## config.mk

```make
export PLATFORM = sky130hd
export DESIGN_NAME = thermocouple_rolling_average_unit_flat
export DESIGN_NICKNAME = d
export VERILOG_FILES = /design/src/rtl/core/tra_pkg.sv /design/src/rtl/core/tra_if.sv /design/src/rtl/core/tra_div.sv /design/src/rtl/core/thermocouple_rolling_average_unit.sv /design/src/flat_wrapper.sv
export SDC_FILE = /design/constraint.sdc
export NUM_CORES = 1
export LEC_CHECK = 0
export BUFFER_PORTS_ARGS = -buffer_cell sky130_fd_sc_hd__buf_2
export CORE_MARGIN = 8
export CORE_UTILIZATION = 61
export CTS_CLUSTER_DIAMETER = 150
export DETAILED_ROUTE_END_ITERATION = 8
export PLACE_DENSITY = 0.79
export SKIP_LAST_GASP = 1
export SLEW_MARGIN = 5
export SYNTH_ARGS = -nofsm -noshare
export SYNTH_HDL_FRONTEND = slang
export SYNTH_HIERARCHICAL = 1
export SYNTH_SLANG_ARGS = --single-unit
```

## constraint.sdc

```tcl
create_clock -name i_clk -period 4.03 [get_ports i_clk]
set_clock_uncertainty 0.05 [all_clocks]
set_input_delay 0.806 -clock i_clk [delete_from_list [all_inputs] [get_ports i_clk]]
set_output_delay 0.806 -clock i_clk [all_outputs]
set_load 0.1 [all_outputs]
```

## src/rtl/core/tra_pkg.sv

```systemverilog
// ----------------------------------------------------------------------------
// tra_pkg
// Shared widths, limits and status codes of the thermocouple rolling average.
// ----------------------------------------------------------------------------
package tra_pkg;

    localparam int TRA_WINDOW = 4;

    localparam int WORD_W  = 16;
    localparam int VAL_W   = 14;
    localparam int AVG_W   = 16;
    localparam int FAULT_W = 16;
    localparam int STAT_W  = 2;

    localparam logic signed [VAL_W-1:0] VAL_MAX = {1'b0, {(VAL_W-1){1'b1}}};
    localparam logic signed [VAL_W-1:0] VAL_MIN = {1'b1, {(VAL_W-1){1'b0}}};
    localparam logic [FAULT_W-1:0]      FAULT_SAT = {FAULT_W{1'b1}};

    localparam logic [STAT_W-1:0] ST_NONE    = 2'd0;
    localparam logic [STAT_W-1:0] ST_VALID   = 2'd1;
    localparam logic [STAT_W-1:0] ST_FAULTED = 2'd2;

endpackage

```

## src/rtl/core/tra_if.sv

```systemverilog
// ----------------------------------------------------------------------------
// tra_if
// Valid/ready channels: converter beats in, average result beats out.
// ----------------------------------------------------------------------------
interface tra_in_if;
    import tra_pkg::*;

    logic              valid;
    logic              ready;
    logic [WORD_W-1:0] sensor_word;
    logic              transfer_ok;

    modport source (output valid, output sensor_word, output transfer_ok, input ready);
    modport sink   (input valid, input sensor_word, input transfer_ok, output ready);
endinterface

interface tra_out_if;
    import tra_pkg::*;

    logic                     valid;
    logic                     ready;
    logic [STAT_W-1:0]        average_status;
    logic signed [AVG_W-1:0]  average_sixteenths;
    logic                     extremes_valid;
    logic signed [VAL_W-1:0]  min_quarters;
    logic signed [VAL_W-1:0]  max_quarters;
    logic [FAULT_W-1:0]       fault_count;

    modport source (
        output valid, output average_status, output average_sixteenths,
        output extremes_valid, output min_quarters, output max_quarters,
        output fault_count, input ready
    );
    modport sink (
        input valid, input average_status, input average_sixteenths,
        input extremes_valid, input min_quarters, input max_quarters,
        input fault_count, output ready
    );
endinterface

```

## src/rtl/core/tra_div.sv

```systemverilog
// ----------------------------------------------------------------------------
// tra_div
// Iterative floor divider: signed dividend by small unsigned count,
// one quotient bit per cycle, sign and floor fix in a final state.
// ----------------------------------------------------------------------------
module tra_div #(
    parameter int NUM_W = 18,
    parameter int DEN_W = 3
) (
    input  logic                              i_clk,
    input  logic                              i_rst_n,
    input  logic                              i_start,
    input  logic signed [NUM_W-1:0]           i_num,
    input  logic [DEN_W-1:0]                  i_den,
    output logic                              o_done,
    output logic signed [tra_pkg::AVG_W-1:0]  o_quot
);
    import tra_pkg::*;

    localparam int CW = $clog2(NUM_W + 1);

    typedef enum logic [1:0] {D_IDLE, D_RUN, D_FIX} t_dstate;

    t_dstate            r_state;
    logic [CW-1:0]      r_cnt;
    logic [NUM_W-1:0]   r_quo;
    logic [DEN_W:0]     r_rem;
    logic [DEN_W-1:0]   r_den;
    logic               r_neg;
    logic               r_done;
    logic signed [AVG_W-1:0] r_quot;

    logic [DEN_W:0]     rem_sh;
    logic               ge;
    logic [NUM_W-1:0]   num_mag;
    logic [NUM_W:0]     fix_val;

    assign num_mag = i_num[NUM_W-1] ? NUM_W'(-i_num) : NUM_W'(i_num);
    assign rem_sh  = {r_rem[DEN_W-1:0], r_quo[NUM_W-1]};
    assign ge      = rem_sh >= {1'b0, r_den};
    assign fix_val = r_neg ? ((NUM_W+1)'(0) - {1'b0, r_quo} - (NUM_W+1)'(r_rem != '0))
                           : {1'b0, r_quo};

    always_ff @(posedge i_clk) begin
        if (!i_rst_n) begin
            r_state <= D_IDLE;
            r_done  <= 1'b0;
            r_cnt   <= '0;
        end else begin
            r_done <= (r_state == D_FIX);
            unique case (r_state)
                D_IDLE: begin
                    if (i_start) begin
                        r_state <= D_RUN;
                        r_cnt   <= '0;
                    end
                end
                D_RUN: begin
                    r_cnt <= r_cnt + CW'(1);
                    if (r_cnt == CW'(NUM_W - 1)) begin
                        r_state <= D_FIX;
                    end
                end
                D_FIX: begin
                    r_state <= D_IDLE;
                end
                default: r_state <= D_IDLE;
            endcase
        end
    end

    always_ff @(posedge i_clk) begin
        if (r_state == D_IDLE && i_start) begin
            r_quo <= num_mag;
            r_rem <= '0;
            r_den <= i_den;
            r_neg <= i_num[NUM_W-1];
        end else if (r_state == D_RUN) begin
            r_quo <= {r_quo[NUM_W-2:0], ge};
            r_rem <= ge ? (rem_sh - {1'b0, r_den}) : rem_sh;
        end
        if (r_state == D_FIX) begin
            r_quot <= fix_val[AVG_W-1:0];
        end
    end

    assign o_done = r_done;
    assign o_quot = r_quot;

endmodule

```

## src/rtl/core/thermocouple_rolling_average_unit.sv

```systemverilog
// ----------------------------------------------------------------------------
// thermocouple_rolling_average_unit
// Rolling average of thermocouple readings with fault skip and min/max.
// ----------------------------------------------------------------------------
// One beat is taken at a time. During warm-up a beat goes from idle straight
// to the done state; after that it passes the ring scan at one entry per
// cycle, the evaluate state and the divider at one quotient bit per cycle,
// NUM_W = 16 + clog2(WINDOW). When no ring entry is valid the divider is
// skipped. A finished result sits in the output register while the next beat
// is taken; a beat whose result is still waiting stalls in its final state
// until the output register frees.
module thermocouple_rolling_average_unit #(
    parameter int WINDOW = tra_pkg::TRA_WINDOW
) (
    input  logic       i_clk,
    input  logic       i_rst_n,
    tra_in_if.sink     i_in,
    tra_out_if.source  o_out
);
    import tra_pkg::*;

    localparam int IDX_W = (WINDOW > 1) ? $clog2(WINDOW) : 1;
    localparam int CNT_W = $clog2(WINDOW + 1);
    localparam int SUM_W = VAL_W + IDX_W;
    localparam int NUM_W = SUM_W + 2;

    typedef enum logic [2:0] {S_IDLE, S_SCAN, S_EVAL, S_WAIT, S_DONE} t_state;

    t_state                  r_state;
    logic                    r_ring_val [WINDOW];
    logic signed [VAL_W-1:0] r_ring_dat [WINDOW];
    logic [IDX_W-1:0]        r_slot;
    logic [CNT_W-1:0]        r_warm;
    logic signed [AVG_W-1:0] r_avg;
    logic [STAT_W-1:0]       r_avg_st;
    logic signed [VAL_W-1:0] r_min;
    logic signed [VAL_W-1:0] r_max;
    logic                    r_seen;
    logic [FAULT_W-1:0]      r_faults;
    logic [IDX_W-1:0]        r_idx;
    logic signed [SUM_W-1:0] r_sum;
    logic [CNT_W-1:0]        r_n;
    logic                    r_out_valid;
    logic                    r_div_start;

    logic [STAT_W-1:0]       r_o_status;
    logic signed [AVG_W-1:0] r_o_avg;
    logic                    r_o_seen;
    logic signed [VAL_W-1:0] r_o_min;
    logic signed [VAL_W-1:0] r_o_max;
    logic [FAULT_W-1:0]      r_o_faults;

    logic                    in_fire;
    logic                    rd_ok;
    logic                    cur_val;
    logic signed [VAL_W-1:0] cur_dat;
    logic                    out_free;
    logic                    div_done;
    logic signed [AVG_W-1:0] div_quot;

    assign in_fire  = i_in.valid && i_in.ready;
    assign rd_ok    = i_in.transfer_ok && !i_in.sensor_word[0];
    assign cur_val  = r_ring_val[r_idx];
    assign cur_dat  = r_ring_dat[r_idx];
    assign out_free = !r_out_valid || o_out.ready;

    tra_div #(
        .NUM_W (NUM_W),
        .DEN_W (CNT_W)
    ) u_div (
        .i_clk   (i_clk),
        .i_rst_n (i_rst_n),
        .i_start (r_div_start),
        .i_num   ($signed({r_sum, 2'b00})),
        .i_den   (r_n),
        .o_done  (div_done),
        .o_quot  (div_quot)
    );

    always_ff @(posedge i_clk) begin
        if (!i_rst_n) begin
            r_state     <= S_IDLE;
            r_slot      <= '0;
            r_warm      <= '0;
            r_avg       <= '0;
            r_avg_st    <= ST_NONE;
            r_min       <= VAL_MAX;
            r_max       <= VAL_MIN;
            r_seen      <= 1'b0;
            r_faults    <= '0;
            r_idx       <= '0;
            r_n         <= '0;
            r_out_valid <= 1'b0;
            r_div_start <= 1'b0;
            for (int k = 0; k < WINDOW; k++) begin
                r_ring_val[k] <= 1'b0;
            end
        end else begin
            r_div_start <= (r_state == S_EVAL) && (r_n != '0);
            r_out_valid <= (r_state == S_DONE && out_free) || (r_out_valid && !o_out.ready);
            unique case (r_state)
                S_IDLE: begin
                    if (in_fire) begin
                        r_ring_val[r_slot] <= rd_ok;
                        r_slot <= (r_slot == IDX_W'(WINDOW - 1)) ? '0 : r_slot + IDX_W'(1);
                        if (r_warm < CNT_W'(WINDOW)) begin
                            r_warm <= r_warm + CNT_W'(1);
                        end
                        if (r_warm >= CNT_W'(WINDOW - 1)) begin
                            r_idx   <= '0;
                            r_n     <= '0;
                            r_state <= S_SCAN;
                        end else begin
                            r_state <= S_DONE;
                        end
                    end
                end
                S_SCAN: begin
                    if (cur_val) begin
                        r_n    <= r_n + CNT_W'(1);
                        r_seen <= 1'b1;
                        if (cur_dat < r_min) begin
                            r_min <= cur_dat;
                        end
                        if (cur_dat > r_max) begin
                            r_max <= cur_dat;
                        end
                    end
                    r_idx <= r_idx + IDX_W'(1);
                    if (r_idx == IDX_W'(WINDOW - 1)) begin
                        r_state <= S_EVAL;
                    end
                end
                S_EVAL: begin
                    if (r_n == '0) begin
                        r_avg    <= '0;
                        r_avg_st <= ST_FAULTED;
                        if (r_faults != FAULT_SAT) begin
                            r_faults <= r_faults + FAULT_W'(1);
                        end
                        r_state <= S_DONE;
                    end else begin
                        r_state <= S_WAIT;
                    end
                end
                S_WAIT: begin
                    if (div_done) begin
                        r_avg    <= div_quot;
                        r_avg_st <= ST_VALID;
                        r_state  <= S_DONE;
                    end
                end
                S_DONE: begin
                    if (out_free) begin
                        r_state <= S_IDLE;
                    end
                end
                default: r_state <= S_IDLE;
            endcase
        end
    end

    // payload registers, no reset
    always_ff @(posedge i_clk) begin
        if (r_state == S_IDLE && in_fire) begin
            r_ring_dat[r_slot] <= $signed(i_in.sensor_word[WORD_W-1:2]);
            r_sum <= '0;
        end else if (r_state == S_SCAN && cur_val) begin
            r_sum <= r_sum + SUM_W'(cur_dat);
        end
        if (r_state == S_DONE && out_free) begin
            r_o_status <= r_avg_st;
            r_o_avg    <= r_avg;
            r_o_seen   <= r_seen;
            r_o_min    <= r_min;
            r_o_max    <= r_max;
            r_o_faults <= r_faults;
        end
    end

    assign i_in.ready               = (r_state == S_IDLE);
    assign o_out.valid              = r_out_valid;
    assign o_out.average_status     = r_o_status;
    assign o_out.average_sixteenths = r_o_avg;
    assign o_out.extremes_valid     = r_o_seen;
    assign o_out.min_quarters       = r_o_min;
    assign o_out.max_quarters       = r_o_max;
    assign o_out.fault_count        = r_o_faults;

    a_div_only_when_waiting: assert property (@(posedge i_clk) disable iff (!i_rst_n)
        div_done |-> r_state == S_WAIT)
        else $error("divider finished outside wait state");

    a_extremes_ordered: assert property (@(posedge i_clk) disable iff (!i_rst_n)
        r_seen |-> r_min <= r_max)
        else $error("min above max after a valid reading");

    a_average_after_warmup: assert property (@(posedge i_clk) disable iff (!i_rst_n)
        r_avg_st != ST_NONE |-> r_warm == CNT_W'(WINDOW))
        else $error("average state set before warm-up complete");

    a_faulted_zero: assert property (@(posedge i_clk) disable iff (!i_rst_n)
        r_avg_st == ST_FAULTED |-> r_avg == '0)
        else $error("faulted average not zero");

    a_faults_monotonic: assert property (@(posedge i_clk) disable iff (!i_rst_n)
        $past(i_rst_n) |-> r_faults >= $past(r_faults))
        else $error("fault count decreased");

endmodule

```

## src/flat_wrapper.sv

```systemverilog
// flat-port wrapper written by rule: the top's interface ports become plain ports
module thermocouple_rolling_average_unit_flat import tra_pkg::*;
#(
    parameter int WINDOW = tra_pkg::TRA_WINDOW
)
  (i_clk, i_rst_n, i_in_valid, i_in_sensor_word, i_in_transfer_ok, i_in_ready, o_out_valid, o_out_average_status, o_out_average_sixteenths, o_out_extremes_valid, o_out_min_quarters, o_out_max_quarters, o_out_fault_count, o_out_ready);
  tra_in_if i_in_i ();
  tra_out_if o_out_i ();
  input  logic i_clk;
  input  logic i_rst_n;
  input wire logic [$bits(i_in_i.valid)-1:0] i_in_valid;
  input wire logic [$bits(i_in_i.sensor_word)-1:0] i_in_sensor_word;
  input wire logic [$bits(i_in_i.transfer_ok)-1:0] i_in_transfer_ok;
  output wire logic [$bits(i_in_i.ready)-1:0] i_in_ready;
  output wire logic [$bits(o_out_i.valid)-1:0] o_out_valid;
  output wire logic [$bits(o_out_i.average_status)-1:0] o_out_average_status;
  output wire logic [$bits(o_out_i.average_sixteenths)-1:0] o_out_average_sixteenths;
  output wire logic [$bits(o_out_i.extremes_valid)-1:0] o_out_extremes_valid;
  output wire logic [$bits(o_out_i.min_quarters)-1:0] o_out_min_quarters;
  output wire logic [$bits(o_out_i.max_quarters)-1:0] o_out_max_quarters;
  output wire logic [$bits(o_out_i.fault_count)-1:0] o_out_fault_count;
  input wire logic [$bits(o_out_i.ready)-1:0] o_out_ready;
  assign i_in_i.valid = i_in_valid;
  assign i_in_i.sensor_word = i_in_sensor_word;
  assign i_in_i.transfer_ok = i_in_transfer_ok;
  assign i_in_ready = i_in_i.ready;
  assign o_out_valid = o_out_i.valid;
  assign o_out_average_status = o_out_i.average_status;
  assign o_out_average_sixteenths = o_out_i.average_sixteenths;
  assign o_out_extremes_valid = o_out_i.extremes_valid;
  assign o_out_min_quarters = o_out_i.min_quarters;
  assign o_out_max_quarters = o_out_i.max_quarters;
  assign o_out_fault_count = o_out_i.fault_count;
  assign o_out_i.ready = o_out_ready;
  thermocouple_rolling_average_unit #(.WINDOW(WINDOW)) u_core (.i_clk(i_clk), .i_rst_n(i_rst_n), .i_in(i_in_i), .o_out(o_out_i));
endmodule
```

==> flow_summary.yaml <==
placement:
  portBuffers: 84
  dp_hpwl_mm: 18.3
  dp_cells: 1484
  gp_congestion: 0.901
grt:
  grt_pass1_vias: 8655
  overflow: 0
  grt_pass1_wl_mm: 43.0
  antenna_found_initial: 0
  grt_max_degree: 64
  track_usage: 0.200
floorplan:
  die_area_sq_um: 25800
  start_util: 0.615
  die_w_um: 161
  dieHeight_um: 161
  rows: 53
  core_area_sq_um: 20800
  pin_count: 86
timing:
  hold_violations: 0
  timing.final.crit_share: 0.894
  setup_violations: 0
  slew_viol_final: 0
  relSlewSlack: 0.232
  worstMarginPinSlew_ps: 1150
  min_period_ps: 3600
  rsz0062_at_grt: "no"
  setup_tns_ps: 0
  fmax_mhz: 278
drt:
  first_pass_iters: 5
  ant_nets: 0
  drc: 0
  viasPerCell: 5.89
  post_drt_wl_per_cell_um: 17.4
  drt_iter0_drc: 666
  vias: 9043
  routed_wl_mm: 26.7
synthesis:
  yosys_warnings: 6
  async_flop_share: 0
  synth-edff-count: 158
  synth_top_area_share: 0.372
  synthTopCellsByCount: "158 x edfxtp_1, 116 x nand2_1, 111 x dfxtp_1"
  ys_seq_area_frac: 0.546
  syn-mean-instance-area_sq_um: 11.1
  ys_types: 81
  yosysMostFrequentCell: "edfxtp_1"
  synth_flop_cell: "edfxtp_1"
  synth_seq_cells: 269
  synthTopCellsByArea: "edfxtp_1 37%, dfxtp_1 17%, ha_1 7.4%, a21oi_1 3.4%, nand2_1 3.4%"
  synth_area_sq_um: 12800
  synth_top_cell_by_area: "edfxtp_1"
  synthCells: 1153
worst_setup_path:
  critPathCaptureType: "flop"
  crit_chain: "mux4_1 > ha_1 > a221oi_1 > o21ai_0 > a2111oi_4 > o2111ai_2 > a22o_1"
  critPathRequiredTime_ps: 4400
  crit_fanout: 13
  slowest_delay_ps: 800
  criticalPathCategory: "reg -> reg"
  cp-start-kind: "flop"
  r2r_cells: 7
  slowest_stage: "mux4_1"
  crit_arrival_ps: 3970
finish:
  nFillCells: 1456
  final_layout_size_suffix_gt1_frac: 0.133
  fin_util: 0.692
  nNetsFinal: 1337
  insertedDiodeCount: 0
  stdcell_count: 1536
  area_growth_pct: 12.5
cts:
  ctsHoldBuffers: 0
  ctsResizeCount: 0
  clk_pin_slew_worst_paths_ps: 60
  cts_buffers: 28
  cts_max_level: 1
  clk_path_buf_depth: 3
  cts_setup_buffers: 0
  cts-root-buf: "clkbuf_16"
  cts_tree: "built"
  cts_sinks: 269
  clock_latency_ps: 530
power:
  power.density_nw_per_um2: 586
  power.leakage_nw: 5.61
  ir_drop_mv: 0.331
outcome:
  status: "complete, no violations"
min_path:
  hold_class: "reg -> reg"
  worstHoldPathCells: 0
flow_run:
  maxCapViolCount: 0
[cell families (layout without fill, tap and decap cells)]
family          count (synthesis)  in the layout  synth area share
flops                         269            269             0.546
fa+ha+maj                      77             77            0.0766
other cells                     1              7          0.000294
simple gates                  342            342             0.130
compound gates                266            266             0.136
xor+xnor                       48             48            0.0329
buf+inv                       118            220            0.0381
mux                            32             32            0.0408
[flip-flops by register name, indices dropped and copies added, names as in the netlist, 16 cells and up, named ones only]
name / flops
u_core/r_faults: 16
u_core/r_ring_dat: 56
u_core/o_out.average_sixteenths: 16
u_core/o_out.fault_count: 16
u_core/r_sum: 16
u_core/r_avg: 16
u_core/u_div/o_quot: 16
u_core/u_div/r_quo: 18
[through the flow]
step	total power, mW	cell area [sq um]	setup slack, ps	hold WS [ps]
6_report	8.42	14400	429	380
5_1_grt	8.78	14400	168	386
4_1_cts	8.46	14400	414	379
3_5_place_dp	5.91	13400	441	364
3_3_place_gp	5.85	13400	524	362
2_1_floorplan	5.41	12800	885	358
[cell usage in the layout, fill, tap and decap left out, types with 6 or more instances in the layout]
cell and instances:
buf_2 84, mux4_2 12, clkbuf_16 30, nor2b_1 8, edfxtp_1 158, nor2_1 67
dfxtp_1 111, ha_1 75, o21ai_1 13, inv_1 74, conb_1 7, xor2_1 30
and4_1 7, nand2_1 116, o21a_1 6, or3_1 8, mux2i_1 16, a211oi_1 10
a21o_1 13, nand2b_1 8, and2_1 10, a21oi_1 87, nand3_1 51, nand4_1 11
xnor2_1 18, a22o_1 13, and3_1 14, buf_4 7, nor3_1 19, o21ai_0 63
[power by group]
group	total (mW)	internal (mW)	switching [mW]
logic	2.49	0.591	1.90
clock network	2.55	1.51	1.03
registers	3.38	3.23	0.154
total	8.42	5.33	3.09
[final timing paths]
path	startpoint	endpoint	slack, ps
max	flop	u_core/r_min[12]	430
min	u_core/r_min[8]	u_core/o_out.min_quarters[8]	380
max reg2reg	flop	u_core/r_min[12]	430
min reg2reg	u_core/r_min[8]	u_core/o_out.min_quarters[8]	380
[critical path, delay by kind of cell (launching register included)]
kind / cells / cell delay, ps
AOI/OAI and AO/OA: 5 / 1600
muxes: 1 / 800
DFF: 1 / 670
adders and majority gates: 1 / 370
[layer usage]
metal	share of wire	track usage	up-vias
met4	0.019	0.0556	0
met5	0	0	-
met2	0.48	0.331	274
li1	-	-	4395
met3	0.072	0.0433	47
met1	0.43	0.262	4327
[area by class of cell]
type / instances / area [sq um] / area share
Clock buffer: 40 / 838 / 0.0584
Clock inverter: 12 / 98.8 / 0.00688
Inverter: 76 / 285 / 0.0199
Multi-Input combinational cell: 772 / 5340 / 0.372
Sequential cell: 269 / 6970 / 0.485
Tap cell: 275 / 344 / 0.0240
Timing Repair Buffer: 92 / 493 / 0.0343
No activity file was read; power rests on OpenSTA's default activity.
